<file path="src/rna_pkg.sv">
// Package: types, operation codes and helpers for the rational number ALU
package rna_pkg;

  localparam int unsigned DataW    = 16;
  localparam int unsigned MagW     = DataW + 1;
  localparam int unsigned MulSteps = DataW;
  localparam int unsigned DivSteps = MagW;
  localparam int unsigned CntW     = $clog2(DivSteps + 1);
  localparam int unsigned ShW      = $clog2(MagW + 1);
  localparam int unsigned Lanes    = 4;

  localparam logic [2:0] OP_ADD = 3'd0;
  localparam logic [2:0] OP_SUB = 3'd1;
  localparam logic [2:0] OP_MUL = 3'd2;
  localparam logic [2:0] OP_DIV = 3'd3;
  localparam logic [2:0] OP_ABS = 3'd4;
  localparam logic [2:0] OP_POW = 3'd5;

  typedef enum logic [3:0] {
    ST_IDLE,
    ST_PREP,
    ST_POW,
    ST_MUL,
    ST_MEND,
    ST_RAW,
    ST_GCD,
    ST_DIV,
    ST_OUT
  } state_e;

  typedef struct packed {
    logic        [2:0]       op;
    logic signed [DataW-1:0] num_a;
    logic signed [DataW-1:0] den_a;
    logic signed [DataW-1:0] num_b;
    logic signed [DataW-1:0] den_b;
    logic signed [DataW-1:0] exponent;
  } in_t;

  typedef struct packed {
    logic signed [DataW-1:0] res_num;
    logic signed [DataW-1:0] res_den;
    logic                    div_error;
  } out_t;

  function automatic logic [MagW-1:0] mag16(input logic [DataW-1:0] x);
    logic [MagW-1:0] r;
    if (x[DataW-1]) begin
      r = {1'b0, ~x} + MagW'(1);
    end else begin
      r = {1'b0, x};
    end
    return r;
  endfunction

  function automatic logic [DataW-1:0] neg16(input logic [DataW-1:0] x);
    return ~x + DataW'(1);
  endfunction

endpackage

</file>
<file path="src/rational_number_alu.sv">
// Top level: serial rational number ALU with binary GCD reduction
//
//  channel | signals                          | beat
//  --------+----------------------------------+-----------------------------
//  in      | in_valid_i, in_ready_o, in_data_i | op, A, B, exponent
//  out     | out_valid_o, out_ready_i, out_data_o | reduced num/den, error
//
// One item at a time. Products run bit-serially in four lanes; power takes
// one round per exponent bit (up to 16 rounds). The GCD does one subtract or
// halving step a cycle, and both final quotients come from a restoring
// divider pair. Reset clears the control only. A stalled result waits in the
// output register while the next beat is taken.
module rational_number_alu (
  input  logic           clk_i,
  input  logic           rst_ni,
  input  logic           in_valid_i,
  output logic           in_ready_o,
  input  rna_pkg::in_t   in_data_i,
  output logic           out_valid_o,
  input  logic           out_ready_i,
  output rna_pkg::out_t  out_data_o
);

  localparam int unsigned W  = rna_pkg::DataW;
  localparam int unsigned MW = rna_pkg::MagW;
  localparam int unsigned CW = rna_pkg::CntW;
  localparam int unsigned NL = rna_pkg::Lanes;

  rna_pkg::state_e state_q, state_d;
  rna_pkg::in_t    in_q;
  rna_pkg::out_t   out_q, out_d;
  logic            out_valid_q;
  logic            out_load;

  logic [W-1:0]    mcand_q  [NL];
  logic [W-1:0]    mplier_q [NL];
  logic [W-1:0]    lacc_q   [NL];
  logic [CW-1:0]   cnt_q;

  logic [W-1:0]    exp_q, accn_q, accd_q, sqn_q, sqd_q;
  logic [W-1:0]    n_q, d_q;
  logic [MW-1:0]   u_q, v_q, g_q;
  logic [rna_pkg::ShW-1:0] k_q;
  logic            sgn_q, err_q;

  logic [MW-1:0]   dv_q  [2];
  logic [MW:0]     rem_q [2];
  logic [MW:0]     div_r [2];
  logic            div_ge [2];

  logic            neg_e;
  logic [W-1:0]    base_n, base_d, exp_mag;

  assign neg_e   = in_q.exponent[W-1];
  assign base_n  = neg_e ? in_q.den_a : in_q.num_a;
  assign base_d  = neg_e ? in_q.num_a : in_q.den_a;
  assign exp_mag = neg_e ? rna_pkg::neg16(in_q.exponent) : in_q.exponent;

  always_comb begin
    for (int i = 0; i < 2; i++) begin
      div_r[i]  = {rem_q[i][MW-1:0], dv_q[i][MW-1]};
      div_ge[i] = div_r[i] >= {1'b0, g_q};
    end
  end

  always_comb begin
    state_d    = state_q;
    in_ready_o = 1'b0;
    out_load   = 1'b0;
    out_d      = out_q;
    unique case (state_q)
      rna_pkg::ST_IDLE: begin
        in_ready_o = 1'b1;
        if (in_valid_i) begin
          state_d = rna_pkg::ST_PREP;
        end
      end
      rna_pkg::ST_PREP: begin
        case (in_q.op) inside
          rna_pkg::OP_ADD, rna_pkg::OP_SUB, rna_pkg::OP_MUL,
          rna_pkg::OP_DIV: state_d = rna_pkg::ST_MUL;
          rna_pkg::OP_POW: state_d = rna_pkg::ST_POW;
          default:         state_d = rna_pkg::ST_RAW;
        endcase
      end
      rna_pkg::ST_POW: begin
        state_d = (exp_q == '0) ? rna_pkg::ST_RAW : rna_pkg::ST_MUL;
      end
      rna_pkg::ST_MUL: begin
        if (cnt_q == CW'(rna_pkg::MulSteps - 1)) begin
          state_d = rna_pkg::ST_MEND;
        end
      end
      rna_pkg::ST_MEND: begin
        state_d = (in_q.op == rna_pkg::OP_POW) ? rna_pkg::ST_POW : rna_pkg::ST_RAW;
      end
      rna_pkg::ST_RAW: begin
        state_d = (d_q == '0) ? rna_pkg::ST_OUT : rna_pkg::ST_GCD;
      end
      rna_pkg::ST_GCD: begin
        if (u_q == '0) begin
          state_d = rna_pkg::ST_DIV;
        end
      end
      rna_pkg::ST_DIV: begin
        if (cnt_q == CW'(rna_pkg::DivSteps - 1)) begin
          state_d = rna_pkg::ST_OUT;
        end
      end
      rna_pkg::ST_OUT: begin
        if (err_q) begin
          out_d.res_num   = '0;
          out_d.res_den   = '0;
          out_d.div_error = 1'b1;
        end else begin
          out_d.res_num   = sgn_q ? rna_pkg::neg16(dv_q[0][W-1:0]) : dv_q[0][W-1:0];
          out_d.res_den   = dv_q[1][W-1:0];
          out_d.div_error = 1'b0;
        end
        if (!out_valid_q || out_ready_i) begin
          out_load = 1'b1;
          state_d  = rna_pkg::ST_IDLE;
        end
      end
      default: state_d = rna_pkg::ST_IDLE;
    endcase
  end

  always_ff @(posedge clk_i or negedge rst_ni) begin
    if (!rst_ni) begin
      state_q     <= rna_pkg::ST_IDLE;
      out_valid_q <= 1'b0;
    end else begin
      state_q <= state_d;
      if (out_load) begin
        out_valid_q <= 1'b1;
      end else if (out_ready_i) begin
        out_valid_q <= 1'b0;
      end
    end
  end

  always_ff @(posedge clk_i) begin
    if (out_load) begin
      out_q <= out_d;
    end
    case (state_q)
      rna_pkg::ST_IDLE: begin
        if (in_valid_i) begin
          in_q <= in_data_i;
        end
      end
      rna_pkg::ST_PREP: begin
        cnt_q <= '0;
        for (int i = 0; i < NL; i++) begin
          lacc_q[i]   <= '0;
          mcand_q[i]  <= '0;
          mplier_q[i] <= '0;
        end
        case (in_q.op) inside
          rna_pkg::OP_ADD, rna_pkg::OP_SUB: begin
            mcand_q[0] <= in_q.num_a;  mplier_q[0] <= in_q.den_b;
            mcand_q[1] <= in_q.num_b;  mplier_q[1] <= in_q.den_a;
            mcand_q[2] <= in_q.den_a;  mplier_q[2] <= in_q.den_b;
          end
          rna_pkg::OP_MUL: begin
            mcand_q[0] <= in_q.num_a;  mplier_q[0] <= in_q.num_b;
            mcand_q[2] <= in_q.den_a;  mplier_q[2] <= in_q.den_b;
          end
          rna_pkg::OP_DIV: begin
            mcand_q[0] <= in_q.num_a;  mplier_q[0] <= in_q.den_b;
            mcand_q[2] <= in_q.num_b;  mplier_q[2] <= in_q.den_a;
          end
          rna_pkg::OP_ABS: begin
            n_q <= W'(rna_pkg::mag16(in_q.num_a));
            d_q <= W'(rna_pkg::mag16(in_q.den_a));
          end
          rna_pkg::OP_POW: begin
            exp_q  <= exp_mag;
            accn_q <= W'(1);
            accd_q <= W'(1);
            sqn_q  <= base_n;
            sqd_q  <= base_d;
          end
          default: d_q <= '0;
        endcase
      end
      rna_pkg::ST_POW: begin
        cnt_q <= '0;
        if (exp_q == '0) begin
          n_q <= accn_q;
          d_q <= accd_q;
        end
        mcand_q[0] <= accn_q;  mplier_q[0] <= sqn_q;
        mcand_q[1] <= sqn_q;   mplier_q[1] <= sqn_q;
        mcand_q[2] <= accd_q;  mplier_q[2] <= sqd_q;
        mcand_q[3] <= sqd_q;   mplier_q[3] <= sqd_q;
        for (int i = 0; i < NL; i++) begin
          lacc_q[i] <= '0;
        end
      end
      rna_pkg::ST_MUL: begin
        cnt_q <= cnt_q + CW'(1);
        for (int i = 0; i < NL; i++) begin
          if (mplier_q[i][0]) begin
            lacc_q[i] <= lacc_q[i] + mcand_q[i];
          end
          mcand_q[i]  <= {mcand_q[i][W-2:0], 1'b0};
          mplier_q[i] <= {1'b0, mplier_q[i][W-1:1]};
        end
      end
      rna_pkg::ST_MEND: begin
        if (in_q.op == rna_pkg::OP_POW) begin
          if (exp_q[0]) begin
            accn_q <= lacc_q[0];
            accd_q <= lacc_q[2];
          end
          sqn_q <= lacc_q[1];
          sqd_q <= lacc_q[3];
          exp_q <= {1'b0, exp_q[W-1:1]};
        end else begin
          case (in_q.op)
            rna_pkg::OP_ADD: n_q <= lacc_q[0] + lacc_q[1];
            rna_pkg::OP_SUB: n_q <= lacc_q[0] - lacc_q[1];
            default:         n_q <= lacc_q[0];
          endcase
          d_q <= lacc_q[2];
        end
      end
      rna_pkg::ST_RAW: begin
        err_q <= (d_q == '0);
        u_q   <= rna_pkg::mag16(n_q);
        v_q   <= rna_pkg::mag16(d_q);
        k_q   <= '0;
        sgn_q <= n_q[W-1] ^ d_q[W-1];
      end
      rna_pkg::ST_GCD: begin
        cnt_q <= '0;
        if (u_q == '0) begin
          g_q      <= v_q << k_q;
          dv_q[0]  <= rna_pkg::mag16(n_q);
          dv_q[1]  <= rna_pkg::mag16(d_q);
          rem_q[0] <= '0;
          rem_q[1] <= '0;
        end else if (!u_q[0] && !v_q[0]) begin
          u_q <= u_q >> 1;
          v_q <= v_q >> 1;
          k_q <= k_q + rna_pkg::ShW'(1);
        end else if (!u_q[0]) begin
          u_q <= u_q >> 1;
        end else if (!v_q[0]) begin
          v_q <= v_q >> 1;
        end else if (u_q >= v_q) begin
          u_q <= u_q - v_q;
        end else begin
          v_q <= v_q - u_q;
        end
      end
      rna_pkg::ST_DIV: begin
        cnt_q <= cnt_q + CW'(1);
        for (int i = 0; i < 2; i++) begin
          if (div_ge[i]) begin
            rem_q[i] <= div_r[i] - {1'b0, g_q};
          end else begin
            rem_q[i] <= div_r[i];
          end
          dv_q[i] <= {dv_q[i][MW-2:0], div_ge[i]};
        end
      end
      default: ;
    endcase
  end

  assign out_valid_o = out_valid_q;
  assign out_data_o  = out_q;

endmodule

</file>
<file path="config.mk">
export PLATFORM = sky130hd
export DESIGN_NAME = rational_number_alu
export DESIGN_NICKNAME = d
export VERILOG_FILES = /design/src/rna_pkg.sv /design/src/rational_number_alu.sv
export SDC_FILE = /design/constraint.sdc
export NUM_CORES = 1
export LEC_CHECK = 0
export BUFFER_PORTS_ARGS = -buffer_cell sky130_fd_sc_hd__buf_2
export CAP_MARGIN = 20
export CORE_MARGIN = 2
export CORE_UTILIZATION = 35
export CTS_BUF_LIST = sky130_fd_sc_hd__clkbuf_8
export CTS_CLUSTER_DIAMETER = 30
export DETAILED_ROUTE_END_ITERATION = 16
export PLACE_DENSITY = 0.59
export SYNTH_ARGS = -nofsm -noshare
export SYNTH_HDL_FRONTEND = slang
export SYNTH_SLANG_ARGS = --single-unit
</file>
<file path="constraint.sdc">
create_clock -name clk_i -period 6.5 [get_ports clk_i]
set_clock_uncertainty 0.05 [all_clocks]
set_input_delay 0.65 -clock clk_i [delete_from_list [all_inputs] [get_ports clk_i]]
set_output_delay 0.65 -clock clk_i [all_outputs]
set_load 0.01 [all_outputs]
</file>
Word level (Yosys, flattened, before mapping)
Memory sizes are Yosys's and may differ from the RTL's. Cells that the tools add are included.

Equality and inequality tests: 37. Add/subtract/negate cells: 18. Reductions and logical operators: 32. Shifts and indexed selects: 1. Bitwise logic cells: 51. Magnitude comparators: 3. Multiplexer cells: 183.

Operators by type and width (number): $mux 16 (84); $mux 17 (18); $pmux 16 s2 (6); $not 16->16 (6); $pmux 16 s3 (2); $add 16x16->16 (5); $mux 18 (4); $pmux 17 s2 (2); $add 16x1->16 const B (4); $mux 1 (53); $or 1x1->1 (44); $ge 18x17->1 (2); $pmux 4 s9 (1); $sub 18x17->18 (2); $add 16x1->17 const B (2); $ne 2x2->1 const B (17); $sub 17x17->17 (2); $logic_not 16->1 (2); $mux 4 (6); $reduce_and 7->1 (3); $pmux 5 s2 (2); $ge 17x17->1 (1); $logic_not 17->1 (1); $shl 17x5->17 (1); other kinds (31) (55).

Input bits: 87. Flip-flop bits (word level): 296. Logic and storage cells: 357. Output and inout port bits: 35. Memories: 5. Bits in writable memories: 262.

Memories: lacc_q (words 4, bits a word 16, read ports 4, clocked after Yosys merged registers in 0, wr ports 4, RTL line rational_number_alu.sv:37) `logic [W-1:0] lacc_q [NL];`; mcand_q (words 4, bits a word 16, read ports 4, clocked after Yosys merged registers in 0, wr ports 4, RTL line rational_number_alu.sv:35) `logic [W-1:0] mcand_q [NL];`; mplier_q (words 4, bits a word 16, read ports 4, clocked after Yosys merged registers in 0, wr ports 4, RTL line rational_number_alu.sv:36) `logic [W-1:0] mplier_q [NL];`; rem_q (words 2, bits a word 18, read ports 2, clocked after Yosys merged registers in 0, wr ports 2, RTL line rational_number_alu.sv:47) `logic [MW:0] rem_q [2];`; dv_q (words 2, bits a word 17, read ports 2, clocked after Yosys merged registers in 0, wr ports 2, RTL line rational_number_alu.sv:46) `logic [MW-1:0] dv_q [2];`.

Logic depth before layout (Yosys ltp)
Depth in word-level cells: 10. Depth in mapped cells: 16.

Least setup slack after synthesis
OpenSTA, ideal clock, no wires.

Path type: register -> register. Start point: reg state_q[3]. End point: reg accd_q[0], enable pin. Arrival time: 4.476 ns. Data required time: 6.074 ns. Library setup time: 0.376 ns. Setup slack: 1.598 ns. Cell stages (with the launch flop): 7. Period minus slack after synthesis: 4.902 ns. Cells stage by stage: dfrtp_1 > buf_2 > nor2_1 > nand3_1 > clkbuf_1 > a21oi_1 > o221a_2.

Longest elaborated chain between the ends: 3. Elaborated cells between the ends (all ways): 11. Those cells by class: eq/ne (9); reduce/logical (2).

RTL lines: start: declaration (RTL line rational_number_alu.sv:29) `rna_pkg::state_e state_q, state_d;`; start signal: assignment (RTL line rational_number_alu.sv:131) `state_q <= rna_pkg::ST_IDLE;`; start signal: assignment (RTL line rational_number_alu.sv:134) `state_q <= state_d;`; $eq 4x3->1 / $eq 4x1->1 (equally long branches) (RTL line rational_number_alu.sv:147) `case (state_q)`; $ne 2x2->1 (no line) / $reduce_bool 2->1 (equally long branches); $reduce_and 8->1 (no line) (*); end signal: assignment (RTL line rational_number_alu.sv:216) `accd_q <= lacc_q[2];`; end: declaration (RTL line rational_number_alu.sv:40) `logic [W-1:0] exp_q, accn_q, accd_q, sqn_q, sqd_q;`.

Mark *: on every way between the ends. The rest lies on a longest branch, timed or not. A chain may end at the register's enable or synchronous reset.

Worst setup path in the final report
Start point: reg in_q[82] in the netlist's numbering. End point: reg n_q[14] (data pin).

Longest elaborated chain between the ends: 4. Elaborated cells between the ends (all ways): 5. Those cells by class: eq/ne (1); mux (3); reduce/logical (1).

RTL lines: start: declaration (RTL line rational_number_alu.sv:30) `rna_pkg::in_t in_q;`; start signal: assignment (RTL line rational_number_alu.sv:150) `in_q <= in_data_i;`; $eq 3x1->1 / $logic_not 3->1 (equally long branches) (RTL line rational_number_alu.sv:222) `case (in_q.op)`; $pmux 16 s2 (*) (RTL line rational_number_alu.sv:222); $mux 16 (*) (RTL line rational_number_alu.sv:213) `if (in_q.op == rna_pkg::OP_POW) begin`; $pmux 16 s3 (*) (RTL line rational_number_alu.sv:147); end signal: assignment (RTL line rational_number_alu.sv:223) `rna_pkg::OP_ADD: n_q <= lacc_q[0] + lacc_q[1];`; end signal: assignment (RTL line rational_number_alu.sv:224) `rna_pkg::OP_SUB: n_q <= lacc_q[0] - lacc_q[1];`; end signal: assignment (RTL line rational_number_alu.sv:225) `default: n_q <= lacc_q[0];`; end: declaration (RTL line rational_number_alu.sv:41) `logic [W-1:0] n_q, d_q;`.

Mark *: on every way between the ends. The rest lies on a longest branch, timed or not. The select of a mux whose other input is x is not followed.

==> results_dict.tcl <==
set metrics [dict create \
    syn_nets 3358 \
    port-buffer-count 121 \
    post_cts_resized 0 \
    final_nets 3566 \
    critPathMaxFanout 15 \
    clkLatencyLatePin_ns 0.81 \
    clock_path_buffers 3 \
    num_vias 25200 \
    synth_ff_type "edfxtp_1" \
    wl_per_cell_um 21.3 \
    place_inst 4286 \
    fin_tns_setup_ns 0 \
    core_um2 91700 \
    io_pins 122 \
    place_ws_ns 2.01 \
    fp-row-count 111 \
    antenna_found_initial 3 \
    clkTransAtPathRegs_ns 0.06 \
    yosys.area_share.simple_pct 13.4 \
    cp_slowest_stage_delay_ns 0.60 \
    antenna_cells 0 \
    synthArstFlopShare_pct 0.899 \
    ant_nets 0 \
    cts_tree "built" \
    powerDensity_nw_per_um2 568 \
    cp-end-kind "flip-flop" \
    clkSinkCount 556 \
    yosys.area_share.xor_xnor_pct 5.23 \
    grt_max_degree 80 \
    post-dp-hpwl_mm 68.8 \
    cts_root_buffer "clkbuf_8" \
    synthAdderAreaFrac_pct 6.51 \
    maxSlewViolCount 0 \
    synth_area_um2 32300 \
    synthMuxAreaShare_pct 2.72 \
    post-cts-setup-buffers 0 \
    ys_ff_latch 556 \
    die_x_um 308 \
    htreeDepth 4 \
    slowest_stage "nor2_1" \
    synth_top_family_by_area "compound AO/OA/AOI/OAI gates" \
    synth_compound_area_share_pct 17.2 \
    worst_slew_pin_slew_ns 1.18 \
    final_cells 4614 \
    finalHoldViolations 0 \
    grt_overflow 0 \
    critical_path_class "flip-flop to flip-flop" \
    dieHeight_um 308 \
    cp.arrival_ns 5.00 \
    yosys.cell_types.count 82 \
    numCtsBuffers 137 \
    vias_per_cell 5.47 \
    min_path_type "input pin to flip-flop" \
    grt_pass1_vias 24800 \
    cp.required_ns 6.99 \
    cp-start-kind "flip-flop" \
    synth-seq-area-share_pct 51.0 \
    syn_inst 3108 \
    postSynthAreaPerCell_um2 10.4 \
    rsz0062_at_grt "false" \
    fin_hold_ws_ns 0.112 \
    fmax_mhz 222 \
    finalSetupViolCount 0 \
    gp_congestion 0.917 \
    path_cells "nor2_1 -> and2_1 -> mux2i_1 -> fa_1 -> a21o_1 -> a21oi_1 -> o21ai_0 -> a31oi_1 -> o311ai_0 -> a21oi_1 -> mux2_2 -> a2111o_1" \
    synth-edff-count 533 \
    status "completed" \
    timing.slew.headroom_pct 21.1 \
    wl_mm 98.2 \
    synth_warnings 0 \
    setup_slack_ns 1.99 \
    drtIter0Drc 2425 \
    drcViolationCount 0 \
    grt_use_total_pct 20.5 \
    dieArea_um2 94900 \
    ir_drop_mv 0.290 \
    fin_crit_ns 4.51 \
    final_layout_size_suffix_gt1_share_pct 12.6 \
    first_pass_iters 12 \
    grt_pass1_wl_mm 148 \
    post-route-period-util_pct 69.4 \
    areaGrowthSynthToFinish_pct 18.1 \
    drv_cap 0 \
    leakage_uw 0.0146 \
    critPathMostFrequentCell "a21oi_1" \
    initial_core_util_pct 35.3 \
]
layout by cell type (no fill, tap or decap), drive strengths merged, types with 23 or more instances in the layout:
master and count:
bufinv 27, a211oi 39, a22oi 26, nand3 68
a21oi 251, a222oi 56, ha 154, o31ai 35
or3 23, nor2b 63, dlygate4sd3 76, xnor2 82
o21ai 216, and2 45, a22o 27, clkinv 48
nor2 264, inv 170, xor2 111, nand2 287
o21a 28, mux2i 79, nand2b 38, a21o 41
clkbuf 141, edfxtp 533, buf 164, nor3 63
timing repair:
action,in CTS,in global routing
hold buffers,76,0
endpoints found under the hold margin,80,0
setup endpoints to repair,0,0
through the flow:
step	cell area, um^2	util (%)	power [uW]
4_1_cts	38200	41.6	21700
5_1_grt	38200	41.7	23200
3_5_place_dp	34200	37.3	16600
2_1_floorplan	32300	-	13900
3_3_place_gp	34100	37.3	16500
6_report	38200	41.7	21700
report_power, final:
part	leakage, uW	switching (uW)	total, uW	internal (uW)
Combinational	0.00774	5800	9470	3660
Clock	0.00164	1880	5020	3140
Sequential	0.00521	1300	7210	5910
Total	0.0146	8980	21700	12700
sequential cells by signal, summed over array words and instances (netlist names), 17 cells and up:
name	cells
v_q	17
rem_q	34
mcand_q	64
in_q	83
u_q	17
mplier_q	64
lacc_q	64
g_q	17
dv_q	34
out_data_o	33
cells by family (layout without fill, tap and decap cells):
family | count (synthesis) | after routing
compound gates | 859 | 859
simple gates | 928 | 928
fa+ha+maj | 163 | 163
flops | 556 | 556
xor+xnor | 193 | 193
mux | 85 | 85
buf+inv | 324 | 644
per-layer routing:
layer / part of all wire, % / vias up / GRT usage (%)
li1: - / 12000 / -
met1: 42 / 12100 / 26.7
met2: 47 / 939 / 33.5
met3: 7.5 / 196 / 4.17
met4: 3.1 / 2 / 8.10
met5: 0.011 / - / 0
layout make-up:
| class | count | area, um^2 |
|---|---|---|
| fill | 8897 | 53500 |
| multi-input combinational | 2228 | 14700 |
| clock buffer | 141 | 1940 |
| inverter | 153 | 574 |
| tap | 1186 | 1480 |
| clock inverter | 110 | 1300 |
| sequential | 556 | 16500 |
| timing repair buffer | 240 | 1710 |
worst paths after layout:
path / start / to / slack (ns) / cells past startpoint
max: in_q[82] / n_q[14] / 1.99 / 12
min: in_data_i[80] / in_q[80] / 0.11 / 1
max reg2reg: in_q[82] / n_q[14] / 1.99 / 12
min reg2reg: lacc_q[2][15] / lacc_q[2][15] / 0.43 / 1
max in group asynchronous: rst_ni / out_valid_o / 5.96 / 2
min in group asynchronous: rst_ni / state_q[1] / 0.24 / 2
worst max-delay path: cells and delay by family, from the launching register on:
kind,cells,cell delay (ns)
and+or+nand+nor,2,1.14
muxes,2,0.55
DFF,1,0.57
adders and majority gates,1,0.44
AOI/OAI and AO/OA,7,1.54
synthesized netlist by cell type (all sizes together) (11+ instances only):
master | number | share of area [%]
o22ai | 15 | 0.29
o211ai | 12 | 0.28
nand2b | 38 | 0.74
a21boi | 14 | 0.32
o31ai | 35 | 0.81
xnor2 | 82 | 2.2
a21oi | 251 | 3.9
or3 | 23 | 0.44
buf | 35 | 0.58
inv | 153 | 1.8
and2 | 45 | 0.87
a22o | 27 | 0.73
nand3 | 68 | 1.1
a22oi | 26 | 0.63
nand2 | 287 | 3.3
and3 | 11 | 0.21
o21a | 28 | 0.65
a222oi | 56 | 1.7
nor3 | 63 | 0.99
nand4 | 12 | 0.25
o21ai | 216 | 3.4
mux2i | 79 | 2.4
nor2b | 63 | 1.2
nor2 | 264 | 3.1
clkbuf | 136 | 1.6
o41ai | 14 | 0.38
a31oi | 17 | 0.33
xor2 | 111 | 3.0
nor4 | 18 | 0.35
a21o | 41 | 0.95
a211oi | 39 | 0.92
ha | 154 | 6.0
dfxtp | 18 | 1.1
edfxtp | 533 | 49
(Power assumes the default switching activity.)
